**src/sv/ssr_pkg.sv**
```systemverilog
// Types and constants of the servo status packet receiver.
package ssr_pkg;

	localparam int ByteW = 8;

	// Input operation codes.
	localparam logic [1:0] OP_START = 2'd0;
	localparam logic [1:0] OP_BYTE  = 2'd1;
	localparam logic [1:0] OP_TICK  = 2'd2;
	localparam logic [1:0] OP_NONE  = 2'd3;

	// Result status codes.
	localparam logic [2:0] ST_OK         = 3'd0;
	localparam logic [2:0] ST_TIMEOUT    = 3'd1;
	localparam logic [2:0] ST_BAD_LENGTH = 3'd2;
	localparam logic [2:0] ST_CHECKSUM   = 3'd3;
	localparam logic [2:0] ST_ID         = 3'd4;
	localparam logic [2:0] ST_SERVO_ERR  = 3'd5;

	// Configuration register indexes.
	localparam logic [1:0] REG_EXPECTED_ID = 2'd0;
	localparam logic [1:0] REG_RETRY_LIMIT = 2'd1;
	localparam logic [1:0] REG_MAX_LENGTH  = 2'd2;

	localparam logic [ByteW-1:0] HEADER_BYTE     = 8'hFF;
	localparam logic [ByteW-1:0] RST_EXPECTED_ID = 8'd1;
	localparam logic [ByteW-1:0] RST_RETRY_LIMIT = 8'd200;
	localparam logic [ByteW-1:0] RST_MAX_LENGTH  = 8'd64;
	localparam logic [ByteW-1:0] MIN_LENGTH      = 8'd2;

	typedef enum logic [2:0] {
		PH_IDLE  = 3'd0,
		PH_HDR1  = 3'd1,
		PH_HDR2  = 3'd2,
		PH_ID    = 3'd3,
		PH_LEN   = 3'd4,
		PH_ERR   = 3'd5,
		PH_PARAM = 3'd6,
		PH_SUM   = 3'd7
	} phase_t;

	typedef struct packed {
		logic [ByteW-1:0] expected_id;
		logic [ByteW-1:0] retry_limit;
		logic [ByteW-1:0] max_length;
	} cfg_t;

	typedef struct packed {
		logic [2:0]       status;
		logic [ByteW-1:0] resp_id;
		logic [ByteW-1:0] servo_error;
		logic [ByteW-1:0] param_count;
		logic [15:0]      value;
	} res_t;

endpackage

```
**src/sv/ssr_cfg_regs.sv**
```systemverilog
// Configuration registers of the servo status packet receiver.
module ssr_cfg_regs import ssr_pkg::*; (
	input  logic             clk,
	input  logic             arst_n,
	input  logic             wr_en,
	input  logic [1:0]       wr_index,
	input  logic [ByteW-1:0] wr_data,
	output cfg_t             cfg
);

	cfg_t cfg_q;

	always_ff @(posedge clk or negedge arst_n) begin
		if (!arst_n) begin
			cfg_q.expected_id <= RST_EXPECTED_ID;
			cfg_q.retry_limit <= RST_RETRY_LIMIT;
			cfg_q.max_length  <= RST_MAX_LENGTH;
		end else if (wr_en) begin
			unique case (wr_index)
				REG_EXPECTED_ID: cfg_q.expected_id <= wr_data;
				REG_RETRY_LIMIT: cfg_q.retry_limit <= wr_data;
				REG_MAX_LENGTH:  cfg_q.max_length  <= wr_data;
				default: ; // Writes beyond the register list are dropped.
			endcase
		end
	end

	assign cfg = cfg_q;

endmodule

```
**src/sv/ssr_parser.sv**
```systemverilog
// Packet parser: state registers, per-word next-state logic and result formation.
module ssr_parser import ssr_pkg::*; (
	input  logic             clk,
	input  logic             arst_n,
	input  cfg_t             cfg,
	input  logic             word_valid,
	input  logic             fire,
	input  logic [1:0]       op,
	input  logic [ByteW-1:0] rx,
	output logic             res_valid,
	output res_t             res
);

	phase_t           phase_q, phase_d;
	logic [ByteW-1:0] wait_count_q, wait_count_d;
	logic [ByteW-1:0] got_id_q, got_id_d;
	logic [ByteW-1:0] got_length_q, got_length_d;
	logic [ByteW-1:0] got_error_q, got_error_d;
	logic [ByteW-1:0] param_index_q, param_index_d;
	logic [ByteW-1:0] running_sum_q, running_sum_d;
	logic [15:0]      param_value_q, param_value_d;

	logic             is_start, active, is_tick, is_byte;
	logic [ByteW:0]   wait_inc;
	logic             tick_over, len_bad, last_param;
	logic [ByteW-1:0] param_index_inc;
	logic [ByteW-1:0] sum_plus_rx;

	assign is_start  = word_valid && (op == OP_START);
	assign active    = word_valid && (phase_q != PH_IDLE) && (op != OP_START)
		&& (op != OP_NONE);
	assign is_tick   = active && (op == OP_TICK);
	assign is_byte   = active && (op == OP_BYTE);
	assign wait_inc  = {1'b0, wait_count_q} + {{ByteW{1'b0}}, 1'b1};
	assign tick_over = wait_inc > {1'b0, cfg.retry_limit};
	assign len_bad   = (rx < MIN_LENGTH) || (rx > cfg.max_length);
	assign param_index_inc = param_index_q + 8'd1;
	// The packet ends once parameter count plus two reaches the length byte.
	assign last_param = ({1'b0, param_index_inc} + 9'd2) >= {1'b0, got_length_q};
	assign sum_plus_rx = running_sum_q + rx;

	// A result is due on a timeout, a bad length byte or the checksum byte.
	always_comb begin
		res_valid = 1'b0;
		if (is_tick && tick_over)
			res_valid = 1'b1;
		else if (is_byte && (phase_q == PH_LEN) && len_bad)
			res_valid = 1'b1;
		else if (is_byte && (phase_q == PH_SUM))
			res_valid = 1'b1;
	end

	// Next phase.
	always_comb begin
		phase_d = phase_q;
		if (is_start) begin
			phase_d = PH_HDR1;
		end else if (res_valid) begin
			phase_d = PH_IDLE;
		end else if (is_byte) begin
			unique case (phase_q)
				PH_IDLE:  phase_d = PH_IDLE;
				PH_HDR1:  phase_d = (rx == HEADER_BYTE) ? PH_HDR2 : PH_HDR1;
				PH_HDR2:  phase_d = (rx == HEADER_BYTE) ? PH_ID : PH_HDR1;
				PH_ID:    phase_d = PH_LEN;
				PH_LEN:   phase_d = PH_ERR;
				PH_ERR:   phase_d = (got_length_q == MIN_LENGTH) ? PH_SUM : PH_PARAM;
				PH_PARAM: phase_d = last_param ? PH_SUM : PH_PARAM;
				PH_SUM:   phase_d = PH_IDLE;
			endcase
		end
	end

	// Captured fields and result.
	always_comb begin
		wait_count_d  = wait_count_q;
		got_id_d      = got_id_q;
		got_length_d  = got_length_q;
		got_error_d   = got_error_q;
		param_index_d = param_index_q;
		running_sum_d = running_sum_q;
		param_value_d = param_value_q;
		if (is_start) begin
			wait_count_d  = '0;
			got_id_d      = '0;
			got_length_d  = '0;
			got_error_d   = '0;
			param_index_d = '0;
			running_sum_d = '0;
			param_value_d = '0;
		end else if (is_tick && !tick_over) begin
			wait_count_d = wait_inc[ByteW-1:0];
		end else if (is_byte) begin
			unique case (phase_q)
				PH_ID: begin
					got_id_d      = rx;
					running_sum_d = rx;
				end
				PH_LEN: begin
					got_length_d = rx;
					if (!len_bad) begin
						running_sum_d = sum_plus_rx;
						wait_count_d  = '0;
					end
				end
				PH_ERR: begin
					got_error_d   = rx;
					running_sum_d = sum_plus_rx;
				end
				PH_PARAM: begin
					if (param_index_q == 8'd0)
						param_value_d = {param_value_q[15:8], rx};
					else if (param_index_q == 8'd1)
						param_value_d = {rx, param_value_q[7:0]};
					running_sum_d = sum_plus_rx;
					param_index_d = param_index_inc;
				end
				default: ;
			endcase
		end

		res.resp_id     = got_id_q;
		res.servo_error = got_error_q;
		res.param_count = param_index_q;
		res.value       = param_value_q;
		if (is_tick)
			res.status = ST_TIMEOUT;
		else if (phase_q == PH_LEN)
			res.status = ST_BAD_LENGTH;
		else if (~running_sum_q != rx)
			res.status = ST_CHECKSUM;
		else if (got_id_q != cfg.expected_id)
			res.status = ST_ID;
		else if (got_error_q != 8'd0)
			res.status = ST_SERVO_ERR;
		else
			res.status = ST_OK;
	end

	always_ff @(posedge clk or negedge arst_n) begin
		if (!arst_n) begin
			phase_q       <= PH_IDLE;
			wait_count_q  <= '0;
			got_id_q      <= '0;
			got_length_q  <= '0;
			got_error_q   <= '0;
			param_index_q <= '0;
			running_sum_q <= '0;
			param_value_q <= '0;
		end else if (fire) begin
			phase_q       <= phase_d;
			wait_count_q  <= wait_count_d;
			got_id_q      <= got_id_d;
			got_length_q  <= got_length_d;
			got_error_q   <= got_error_d;
			param_index_q <= param_index_d;
			running_sum_q <= running_sum_d;
			param_value_q <= param_value_d;
		end
	end

endmodule

```
**src/sv/servo_status_packet_receiver.sv**
```systemverilog
// Top level of the servo status packet receiver.
//
// The block parses one status packet from a half-duplex smart-servo bus.
// Each input word carries an operation and a byte: a start word arms the
// receiver, byte words feed the packet (two 0xFF header bytes, id, length,
// error byte, parameters and an inverted 8-bit sum checksum), and tick words
// count waiting time against the retry limit.
// One result word is produced per finished packet, carrying a status code,
// the id, the error byte, the parameter count and the first two parameters.
// A word is registered on acceptance and its result, if any, is registered
// in the output register when the word moves on. The block takes one word per
// cycle unless a waiting result stalls it, as the parser updates its state for
// each word.
// When the output is stalled with a result waiting, the input register still
// drains words that cause no result; a word that would cause one holds until
// the output register is free, and the input then stalls behind it.
// Reset clears the receiver to idle and loads the register defaults
// (expected id 1, retry limit 200, largest length 64). Configuration
// writes are taken at once and should only be issued while idle.
module servo_status_packet_receiver import ssr_pkg::*; (
	input  logic             clk,
	input  logic             arst_n,
	// Input channel.
	input  logic             in_valid,
	output logic             in_ready,
	input  logic [1:0]       operation,
	input  logic [ByteW-1:0] rx_byte,
	// Result channel.
	output logic             out_valid,
	input  logic             out_ready,
	output logic [2:0]       status,
	output logic [ByteW-1:0] resp_id,
	output logic [ByteW-1:0] servo_error,
	output logic [ByteW-1:0] param_count,
	output logic [15:0]      value,
	// Configuration write channel.
	input  logic             cfg_valid,
	output logic             cfg_ready,
	input  logic [1:0]       cfg_index,
	input  logic [ByteW-1:0] cfg_data
);

	cfg_t             cfg;
	logic             v_s1;
	logic [1:0]       op_s1;
	logic [ByteW-1:0] byte_s1;
	logic             res_valid;
	res_t             res;
	logic             out_valid_q;
	res_t             out_q;
	logic             advance;

	// The registers take every write straight away.
	assign cfg_ready = 1'b1;

	ssr_cfg_regs u_cfg (
		.clk      (clk),
		.arst_n   (arst_n),
		.wr_en    (cfg_valid),
		.wr_index (cfg_index),
		.wr_data  (cfg_data),
		.cfg      (cfg)
	);

	// The registered word moves on unless it makes a result that cannot yet
	// be placed in the output register.
	assign advance  = !res_valid || !out_valid_q || out_ready;
	assign in_ready = !v_s1 || advance;

	always_ff @(posedge clk or negedge arst_n) begin
		if (!arst_n)
			v_s1 <= 1'b0;
		else if (in_ready)
			v_s1 <= in_valid;
	end

	always_ff @(posedge clk) begin
		if (in_ready && in_valid) begin
			op_s1   <= operation;
			byte_s1 <= rx_byte;
		end
	end

	ssr_parser u_parser (
		.clk        (clk),
		.arst_n     (arst_n),
		.cfg        (cfg),
		.word_valid (v_s1),
		.fire       (v_s1 && advance),
		.op         (op_s1),
		.rx         (byte_s1),
		.res_valid  (res_valid),
		.res        (res)
	);

	always_ff @(posedge clk or negedge arst_n) begin
		if (!arst_n)
			out_valid_q <= 1'b0;
		else if (v_s1 && advance && res_valid)
			out_valid_q <= 1'b1;
		else if (out_ready)
			out_valid_q <= 1'b0;
	end

	always_ff @(posedge clk) begin
		if (v_s1 && advance && res_valid)
			out_q <= res;
	end

	assign out_valid   = out_valid_q;
	assign status      = out_q.status;
	assign resp_id     = out_q.resp_id;
	assign servo_error = out_q.servo_error;
	assign param_count = out_q.param_count;
	assign value       = out_q.value;

endmodule

```
**config.mk**
```make
export PLATFORM = sky130hd
export DESIGN_NAME = servo_status_packet_receiver
export DESIGN_NICKNAME = d
export VERILOG_FILES = /design/src/sv/ssr_pkg.sv /design/src/sv/ssr_cfg_regs.sv /design/src/sv/ssr_parser.sv /design/src/sv/servo_status_packet_receiver.sv
export SDC_FILE = /design/constraint.sdc
export NUM_CORES = 1
export LEC_CHECK = 0
export CAP_MARGIN = 20
export CORE_MARGIN = 5
export CORE_UTILIZATION = 55
export CTS_CLUSTER_DIAMETER = 50
export DETAILED_ROUTE_END_ITERATION = 7
export DONT_BUFFER_PORTS = 1
export PLACE_DENSITY = 0.82
export SYNTH_ARGS = -nofsm -noshare
export SYNTH_HDL_FRONTEND = slang
export SYNTH_SLANG_ARGS = --single-unit
```
**constraint.sdc**
```tcl
create_clock -name clk -period 11.4 [get_ports clk]
set_clock_uncertainty 0.15 [all_clocks]
set_input_delay 1.14 -clock clk [delete_from_list [all_inputs] [get_ports clk]]
set_output_delay 1.14 -clock clk [all_outputs]
set_load 0.03 [all_outputs]
```
### After elaboration in Yosys (flattened, before gate mapping)

Index checks and enable logic that the tools add are counted.

| storage, ports and cells | value |
|---|---|
| register bits | 146 |
| input bits | 25 |
| output and inout bits | 46 |
| logic and storage cells | 157 |

| cells by class | value |
|---|---|
| $add $sub $neg | 4 |
| $lt $le $gt $ge | 4 |
| equal/unequal tests | 21 |
| muxes and demuxes | 49 |
| bitwise logic cells | 1 |
| reductions and logical operators | 56 |

Operators with widths:

| cell | count |
|---|---|
| 8-bit two-way mux | 25 |
| 16-bit two-way mux | 6 |
| 8-bit one-hot mux with 3 select lines | 1 |
| 3-bit one-hot mux with 7 select lines | 1 |
| 4-bit AND reduction | 5 |
| 2-bit nonzero test | 9 |
| 8-bit inequality test | 2 |
| 3-bit two-way mux | 5 |
| 1-bit logical AND | 14 |
| 3-bit equality test, second input constant | 4 |
| 3-bit nonzero test | 4 |
| 5-bit AND reduction | 2 |
| 8-bit by 1-bit adder with 9-bit output, second input constant | 1 |
| 8-bit by 2-bit adder with 9-bit output, second input constant | 1 |
| 9-bit by 8-bit greater-or-equal comparator with 1-bit output | 1 |
| 9-bit by 8-bit > comparator with 1-bit output | 1 |
| 8-bit by 1-bit adder with 8-bit output, second input constant | 1 |
| 8-bit adder | 1 |
| 8-bit by 1-bit equality test with 1-bit output, second input constant | 1 |
| 8-bit by 2-bit equality test with 1-bit output, second input constant | 1 |
| 8-bit equality test, second input constant | 1 |
| 8-bit > comparator | 1 |
| 8-bit zero test | 1 |
| 8-bit by 2-bit < comparator with 1-bit output, second input constant | 1 |
| other kinds (20) | 45 |

### Depth between registers and ports, before layout

Gate-level depths: netlist of run 1.

| depth | value |
|---|---|
| word-level depth | 15 |
| mapped depth | 14 |
| depth with buffers taken out | 13 |

### By module

Synthesis of run 1 repeated with hierarchy kept, for this count alone.

| second synthesis, totals | value |
|---|---|
| cell total of the unflattened synthesis | 638 |
| area total of the unflattened synthesis | 7224.4 µm² |

By module, submodules not included:

| module | times used | cells an instance | area an instance (µm²) | seq. area each (µm²) |
|---|---|---|---|---|
| ssr_parser | 1 | 522 | 4596.9 | 1676.6 |
| servo_status_packet_receiver | 1 | 65 | 1709.1 | 1641.6 |
| ssr_cfg_regs | 1 | 51 | 918.4 | 606.8 |

### Least setup slack after synthesis of run 1

Ideal clock, no wire load.

| timing | value |
|---|---|
| path type | reg2out |
| start point | register u_parser.wait_count_q[0] |
| end point | output port in_ready |
| arrival | 2.592 ns |
| data required time | 10.110 ns |
| setup slack | 7.518 ns |
| stages on the path, launching flop included | 12 |
| buffers on the path | 0 |
| path through | dfrtp_1 -> ha_1 -> nand3_1 -> nor2_1 -> xor2_1 -> ha_1 -> and4b_1 -> a221o_1 -> o211a_1 -> o21ai_2 -> o21ai_2 -> nand2_1 |

| on the way | value |
|---|---|
| cells in the longest elaborated chain, start to end | 8 |

Ends and longest elaborated chain:

| what | RTL line | source |
|---|---|---|
| start: declaration | ssr_parser.sv:15 | `logic [ByteW-1:0] wait_count_q, wait_count_d;` |
| start signal: assignment | ssr_parser.sv:152 | `wait_count_q <= wait_count_d;` |
| 8-bit by 1-bit adder with 9-bit output | ssr_parser.sv:34 | `assign wait_inc = {1'b0, wait_count_q} + {{ByteW{1'b0}}, 1'b1};` |
| 9-bit by 8-bit > comparator with 1-bit output | ssr_parser.sv:35 | `assign tick_over = wait_inc > {1'b0, cfg.retry_limit};` |
| 1-bit logical AND | ssr_parser.sv:45 | `if (is_tick && tick_over)` |
| 1-bit two-way mux | ssr_parser.sv:45 |  |
| 1-bit zero test | servo_status_packet_receiver.sv:67 | `assign advance = !res_valid \|\| !out_valid_q \|\| out_ready;` |
| 1-bit logical OR (2 in series) | servo_status_packet_receiver.sv:67 |  |
| 1-bit logical OR | servo_status_packet_receiver.sv:68 | `assign in_ready = !v_s1 \|\| advance;` |
| end: declaration | servo_status_packet_receiver.sv:25 | `output logic in_ready,` |

No other way between the ends.

### Final worst setup path of run 1

Ends and elaborated chain as after synthesis.

==> results of run 1 <==
## layer usage
metal	GRT usage	share of wire	vias up
li1	-	-	2280
met1	0.253	0.41	2438
met2	0.344	0.50	196
met3	0.0643	0.065	33
met4	0.0780	0.021	0
met5	0	0	-
## state kept, by name, summed over array words and instances (netlist names)
register	flops
u_cfg.cfg	24
u_parser.param_value_q	16
value	16
byte_s1	8
param_count	8
resp_id	8
servo_error	8
u_parser.got_error_q	8
u_parser.got_id_q	8
u_parser.got_length_q	8
u_parser.param_index_q	8
u_parser.running_sum_q	8
u_parser.wait_count_q	8
status	3
u_parser.phase_q	3
op_s1	2
out_valid	1
v_s1	1
## worst min-delay path by stage
stage	from	slack [ns]	to	cells past startpoint
3_3_place_gp	u_parser.param_value_q[15]	0.29	value[15]	0
3_5_place_dp	u_parser.param_value_q[13]	0.28	value[13]	0
4_1_cts	arst_n	0.24	out_valid	0
2_1_floorplan	u_parser.param_value_q[10]	0.27	value[10]	0
5_1_grt	arst_n	0.24	u_parser.wait_count_q[2]	0
6_report	arst_n	0.26	u_parser.wait_count_q[2]	0
## cells in the final DEF (no fill, tap or decap), types with 7 or more instances in the layout
master and n:
dfrtp_1 88, nand2_1 69, edfxtp_1 53, o21ai_0 44
inv_1 40, mux2_2 38, nor2_1 36, ha_1 36
a21oi_1 23, nand3_1 19, xnor2_1 19, clkbuf_16 17
xor2_1 14, mux2i_1 14, nor3_1 10, nand4_1 10
and3_1 7
## critical path, cell delays in order (launching register included)
cell and delay, ns:
dfrtp_1 0.40, ha_1 0.24, nand3_1 0.21, nor2_1 0.28
xor2_1 0.18, ha_1 0.27, and4b_1 0.20, a221o_1 0.32
o211a_1 0.25, o21ai_2 0.19, o21ai_2 0.14, nand2_1 0.30
## synth_stat cells, drive strengths merged, types with 17 or more instances
master  number
a21oi       24
clkbuf      17
dfrtp       88
edfxtp      53
ha          36
inv         40
mux2        38
nand2       69
nand3       19
nor2        36
o21ai       47
xnor2       19
## cells by family (layout without fill, tap and decap cells)
kind of cell / Yosys count / in the layout / synth area share
adders and majority gates: 37 / 37 / 0.0653
AOI/OAI and AO/OA: 116 / 116 / 0.108
muxes: 52 / 52 / 0.0788
xor gates and xnor gates: 33 / 33 / 0.0401
DFF: 146 / 146 / 0.544
other: 1 / 1 / 0.000520
and+or+nand+nor: 189 / 189 / 0.128
buffers and inverters: 63 / 76 / 0.0356
## stage by stage
step / cells / utilization / setup slack (ns) / cell area (µm²)
floorplan: 637 / - / 7.52 / 7210
global placement: 789 / 0.577 / 7.30 / 7350
detailed placement: 789 / 0.577 / 7.18 / 7350
CTS: 821 / 0.623 / 6.70 / 7920
global route: 822 / 0.623 / 6.55 / 7930
finish: 822 / 0.623 / 6.69 / 7930
## power breakdown
| group | leakage [nW] | switching, W | total, W | internal [W] |
|---|---|---|---|---|
| logic | 1.50 | 0.000203 | 0.000365 | 0.000162 |
| registers | 1.69 | 0.0000895 | 0.000728 | 0.000639 |
| clock network | 0.281 | 0.000213 | 0.000541 | 0.000328 |
## layout make-up
| cell class | count | area share |
|---|---|---|
| flip-flops and latches | 146 | 0.495 |
| multi-input cells | 428 | 0.383 |
| clock buffers | 20 | 0.0563 |
| well taps | 172 | 0.0271 |
| inverters | 40 | 0.0189 |
| clock inverters | 12 | 0.0164 |
| repair buffers | 4 | 0.00347 |
==> out/qor.csv, run 1 <==
metric,value,unit
TritonCTS clock tree,done,
number of hold buffers added after CTS,0,
Die X,124,µm
initial core utilization,0.567,
CP startpoint,u_parser.wait_count_q[0],
number of synthesized flops with an enable pin,53,
FF-to-FF Start,u_parser.wait_count_q[0],
Highest Clock Rate,212,MHz
synthesized cell area,7210,µm²
max_slew headroom,0.319,
largest net degree at the start of global routing,94,
core area,12700,µm²
synth warn,0,
"area leader, netlist",dfrtp_1,
cells after synthesis,637,
Seq cells post-synth,146,
Final Hold Slack,0.259,ns
Post-DP HPWL,11.0,mm
Netlist cell types,70,
setup violators final,0,
Mapped Nets,699,
gr usage total,0.207,
crit path capture type,output port,
mean post-synth cell area,11.3,µm²
GPL Wtd Cong,0.867,
worst reg2reg path depth,12,
Tightest Hold Check Type,in -> async,
gr ovfl total,0,
final hold violation count,0,
Slew Limit Fails,0,
run status,"complete, no violations",
1st-iter DRT viols,527,
crit start category,register,
Post-CTS Setup Repair Bufs,0,
worst-margin pin slew,1.01,ns
# DRC,0,
number of global-route vias before repair,5136,
count of input and output buffers,0,
Worst VDD drop,0.000115,V
Setup CP Type,reg -> out,
Synth area leaders,"dfrtp_1, edfxtp_1, ha_1",
FP Rows,41,
CTS root buf,clkbuf_16,
H-tree levels,4,
ys flop type,dfrtp_1,
routed len/inst,19.1,µm
total of max-cap violations,0,
area taken by multi-input logic gates,3030,µm²
Arrival @ worst endpoint,3.42,ns
WL final,15.7,mm
Static Leak,3.46,nW
FF-to-FF setup slack,7.45,ns
vias post-DR,4947,
"Clk Latency, worst-skew pair",0.43,ns
ratio of cells with drive above 1 in the final layout,0.142,
clk buf depth,2,
CP Max Fanout,7,
asr flop ratio synth,0.637,
fin nets,699,
# resized after CTS,0,
Vias/cell,6.02,
PnR Total Power,0.00163,W
"Seq/Total Area, Yosys",0.544,
min cycle time layout,4.71,ns
Filler cells,976,
first-pass GRT wire length,25.7,mm
pwr/cell area,206,nW/µm²
die height,124,µm
register area,3930,µm²
initial antenna violation count,0,
antenna diode count,0,
top cell type's share of synthesized area,0.305,
CTS buffer count,17,
unrepaired setup endpoints after global routing,false,
layout overhead on the synthesized area,9.98,%
final worst path period share,0.414,
crit path to,in_ready,
IO Pins,71,
"CTS clk-pin slew, worst paths",0.06,ns
drt pass-1 iters,5,
Die ar.,15500,µm²
reg2reg end,out_valid,
setup TNS,0,ns
Antenna Nets Post-Route,0,
clock sink count,146,
CP required,10.11,ns
Power figures use the tool's default switching activity.
==> run 2, diff against run 1 <==
--- a/config.mk
+++ b/config.mk
@@ -11,7 +11,7 @@
 export CTS_CLUSTER_DIAMETER = 50
 export DETAILED_ROUTE_END_ITERATION = 7
 export DONT_BUFFER_PORTS = 1
-export PLACE_DENSITY = 0.82
+export PLACE_DENSITY = 0.85
 export SYNTH_ARGS = -nofsm -noshare
 export SYNTH_HDL_FRONTEND = slang
 export SYNTH_SLANG_ARGS = --single-unit
==> constraint.sdc (replaced) <==
create_clock -name clk -period 4.2 [get_ports clk]
set_clock_uncertainty 0.15 [all_clocks]
set_input_delay 0.42 -clock clk [delete_from_list [all_inputs] [get_ports clk]]
set_output_delay 0.42 -clock clk [all_outputs]
set_load 0.03 [all_outputs]
==> out/qor.csv, run 2 (same netlist as run 1, synthesis figures left out) <==
metric,value,unit
clock sink count,146,
Die ar.,15500,µm²
antenna diode count,0,
H-tree levels,4,
IO Pins,71,
Filler cells,961,
largest net degree at the start of global routing,94,
count of input and output buffers,0,
CTS root buf,clkbuf_16,
die height,124,µm
vias post-DR,5079,
1st-iter DRT viols,418,
Static Leak,3.61,nW
initial antenna violation count,0,
CP Max Fanout,7,
PnR Total Power,0.00462,W
Post-DP HPWL,11.1,mm
worst-margin pin slew,0.885,ns
fin nets,724,
Highest Clock Rate,248,MHz
clk buf depth,2,
setup TNS,0,ns
Vias/cell,6.00,
layout overhead on the synthesized area,14.3,%
unrepaired setup endpoints after global routing,false,
Slew Limit Fails,0,
Post-CTS Setup Repair Bufs,0,
TritonCTS clock tree,done,
# resized after CTS,0,
core area,12700,µm²
pwr/cell area,560,nW/µm²
crit path capture type,output port,
total of max-cap violations,0,
routed len/inst,19.3,µm
CTS buffer count,17,
Antenna Nets Post-Route,0,
highest-count cells in the layout ignoring fill and taps,"dfrtp_1, nand2_1, edfxtp_1",
drt pass-1 iters,5,
CP required,3.63,ns
"most common cell after layout, fill and taps aside",dfrtp_1,
max FFs per register,24,
first-pass GRT wire length,26.6,mm
run status,"complete, no violations",
GPL Wtd Cong,0.939,
WL final,16.4,mm
setup violators final,0,
number of global-route vias before repair,5140,
final hold violation count,0,
Final Hold Slack,0.0116,ns
min cycle time layout,4.03,ns
Die X,124,µm
"CTS clk-pin slew, worst paths",0.06,ns
gr usage total,0.214,
Setup CP Type,reg -> out,
"Clk Latency, worst-skew pair",0.43,ns
max_slew headroom,0.406,
Util after Layout,0.648,
# DRC,0,
Arrival @ worst endpoint,3.46,ns
ratio of cells with drive above 1 in the final layout,0.142,
initial core utilization,0.567,
crit start category,register,
post-route insts no fill,847,
Worst VDD drop,0.000315,V
dpl cells,792,
final worst path period share,0.960,
FP Rows,41,
Tightest Hold Check Type,in -> reg,
gr ovfl total,0,
run 2: cell count changes in the layout (fill, tap and decap cells not counted), moves of 2 or more:
cell and delta:
buf_4 +3, inv_6 +2, clkinv_2 -2, clkinvlp_4 -2
bufinv_16 +2, dlygate4sd3_1 +21
run 2: cell type report:
type / count / area (µm²) / area share
clock buffer: 18 / 429 / 0.0521
sequential: 146 / 3930 / 0.476
timing repair buffer: 29 / 288 / 0.0349
inverter: 40 / 150 / 0.0182
tap: 172 / 215 / 0.0261
clock inverter: 14 / 198 / 0.0240
multi-input combinational: 428 / 3030 / 0.368
run 2: stage by stage:
stage                     worst slack [ns]  cell area [µm²]
after floorplan                      0.436             7210
final                                0.166             8240
after CTS                            0.219             8220
after global placement               0.685             7370
after detailed placement             0.520             7370
after global routing                0.0285             8240
run 2: what timing repair did:
| item | in CTS | in global routing |
|---|---|---|
| endpoints found under the hold margin | 126 | 1 |
| hold buffers | 21 | 1 |
| endpoints found under the setup margin | 0 | 0 |
run 2: report_power, final:
group          internal [W]  switching, W  total [W]
Sequential          0.00173      0.000247    0.00198
Clock               0.00100      0.000613    0.00162
Combinational      0.000456      0.000564    0.00102
run 2: worst max-delay path: stages (launching register included):
cell	delay (ns)
dfrtp_1	0.41
ha_1	0.24
nand3_1	0.20
nor2_1	0.27
xor2_1	0.19
ha_1	0.29
and4b_1	0.22
a221o_1	0.32
o211a_1	0.24
o21ai_2	0.19
o21ai_2	0.15
nand2_1	0.13
buf_4	0.18
run 2: routing by layer:
metal	global-route usage	up-vias	share of wire
li1	-	2331	-
met1	0.266	2509	0.41
met2	0.363	197	0.51
met3	0.0506	42	0.057
met4	0.0845	0	0.027
met5	0	-	0
run 2: final timing paths:
check / startpoint / end / slack (ns) / cells after the start
worst max-delay path: u_parser.wait_count_q[0] / in_ready / 0.17 / 12
worst min-delay path: cfg_data[7] / u_cfg.cfg[7] / 0.01 / 1
worst max register to register: u_parser.wait_count_q[0] / resp_id[5] / 0.46 / 12
worst min register to register: u_parser.param_value_q[10] / value[10] / 0.30 / 0
max in group asynchronous: arst_n / u_parser.running_sum_q[2] / 3.13 / 2
min in group asynchronous: arst_n / u_parser.wait_count_q[3] / 0.40 / 2
==> run 3, diff against run 2 <==
--- a/config.mk
+++ b/config.mk
@@ -12,6 +12,7 @@
 export DETAILED_ROUTE_END_ITERATION = 7
 export DONT_BUFFER_PORTS = 1
 export PLACE_DENSITY = 0.85
+export REMOVE_ABC_BUFFERS = 1
 export SYNTH_ARGS = -nofsm -noshare
 export SYNTH_HDL_FRONTEND = slang
 export SYNTH_SLANG_ARGS = --single-unit
==> out/qor.csv, run 3 (same netlist as run 1, synthesis figures left out) <==
metric,value,unit
total of max-cap violations,0,
"Clk Latency, worst-skew pair",0.42,ns
max_slew headroom,0.234,
setup TNS,0,ns
initial core utilization,0.567,
Util after Layout,0.644,
unrepaired setup endpoints after global routing,false,
GPL Wtd Cong,0.882,
FP Rows,41,
1st-iter DRT viols,475,
pwr/cell area,530,nW/µm²
H-tree levels,4,
# DRC,0,
crit start category,register,
Tightest Hold Check Type,in -> reg,
setup violators final,0,
WL final,15.6,mm
count of input and output buffers,0,
"CTS clk-pin slew, worst paths",0.06,ns
worst-margin pin slew,1.15,ns
vias post-DR,5054,
routed len/inst,18.3,µm
dpl ws,0.422,ns
number of global-route vias before repair,4986,
run status,"complete, no violations",
clk buf depth,2,
drt pass-1 iters,5,
final hold violation count,0,
Post-DP HPWL,11.0,mm
gr usage total,0.204,
Filler cells,967,
Setup CP Type,reg -> out,
min cycle time layout,3.95,ns
Hold Crit Depth,1,
"most common cell after layout, fill and taps aside",dfrtp_1,
Highest Clock Rate,253,MHz
Die ar.,15500,µm²
CTS root buf,clkbuf_16,
ratio of cells with drive above 1 in the final layout,0.144,
TritonCTS clock tree,done,
dpl cells,796,
antenna diode count,0,
Static Leak,3.58,nW
Die X,124,µm
Vias/cell,5.93,
max FFs per register,24,
Post-DP Area,7400,µm²
Arrival @ worst endpoint,3.38,ns
crit path capture type,output port,
final worst path period share,0.940,
IO Pins,71,
clock sink count,146,
worst reg2reg path depth,12,
fin area,8190,µm²
core area,12700,µm²
highest-count cells in the layout ignoring fill and taps,"dfrtp_1, nand2_1, edfxtp_1",
Antenna Nets Post-Route,0,
Worst VDD drop,0.000268,V
CP required,3.63,ns
die height,124,µm
Slew Limit Fails,0,
Post-CTS Setup Repair Bufs,0,
post-route insts no fill,852,
gr ovfl total,0,
largest net degree at the start of global routing,94,
layout overhead on the synthesized area,13.6,%
fin nets,729,
post-layout worst setup margin,0.253,ns
CTS buffer count,17,
first-pass GRT wire length,25.3,mm
initial antenna violation count,0,
CP Max Fanout,7,
run 3: cell types whose count changed in the layout (fill, tap and decap cells not counted), moves of 2 or more:
cell,before,now
buf_4,6,10
bufinv_16,4,0
dlygate4sd3_1,21,23
inv_4,0,2
inv_6,5,3
run 3: final cells by class:
class | count | area, µm² | area share
Clock buffer | 20 | 447 | 0.0546
Timing Repair Buffer | 34 | 333 | 0.0406
Sequential cell | 146 | 3930 | 0.479
Clock inverter | 12 | 81.3 | 0.00993
Inverter | 40 | 150 | 0.0183
Multi-Input combinational cell | 428 | 3040 | 0.371
Tap cell | 172 | 215 | 0.0263
run 3: worst paths after layout:
check                                      startpoint                       end  slack, ns
min reg2reg                u_parser.param_value_q[15]                 value[15]       0.30
min in group asynchronous                      arst_n  u_parser.wait_count_q[0]       0.42
max reg2reg                  u_parser.wait_count_q[0]                resp_id[1]       0.44
min                                       cfg_data[2]             u_cfg.cfg[18]       0.02
max in group asynchronous                      arst_n             u_cfg.cfg[16]       3.11
max                          u_parser.wait_count_q[0]                  in_ready       0.25
run 3: what timing repair did:
| action | in CTS | in global routing |
|---|---|---|
| resized for setup | 0 | 1 |
| setup endpoints to repair | 0 | 1 |
| hold endpoints to repair | 123 | 4 |
| hold buffers | 21 | 3 |
run 3: layer usage:
metal  share of wire  vias to the layer above  GRT usage  wire [µm]
met2            0.51                      193      0.338       7900
met1            0.41                     2469      0.257       6440
li1                -                     2349          -          -
met4           0.022                        0     0.0664        339
met3           0.061                       43     0.0587        949
met5               0                        -          0          0
run 3: critical path, stage by stage, from the launching register on:
cell and delay, ns:
dfrtp_1 0.40, ha_1 0.23, nand3_1 0.21, nor2_2 0.23, xor2_1 0.17, ha_1 0.27, and4b_1 0.19, a221o_1 0.32
o211a_1 0.24, o21ai_2 0.22, o21ai_2 0.16, nand2_1 0.14, buf_4 0.18
run 3: metrics by stage:
step           hold WS [ns]  power (W)
2_1_floorplan       -0.0256    0.00268
3_3_place_gp        -0.0206    0.00287
3_5_place_dp        -0.0214    0.00296
4_1_cts            0.000358    0.00435
5_1_grt             0.00958    0.00459
6_report             0.0235    0.00434
run 3: report_power, final:
part	switching [W]	total (W)	internal, W
Combinational	0.000560	0.00102	0.000459
Sequential	0.000240	0.00197	0.00173
Clock	0.000580	0.00135	0.000770
Total	0.00138	0.00434	0.00296
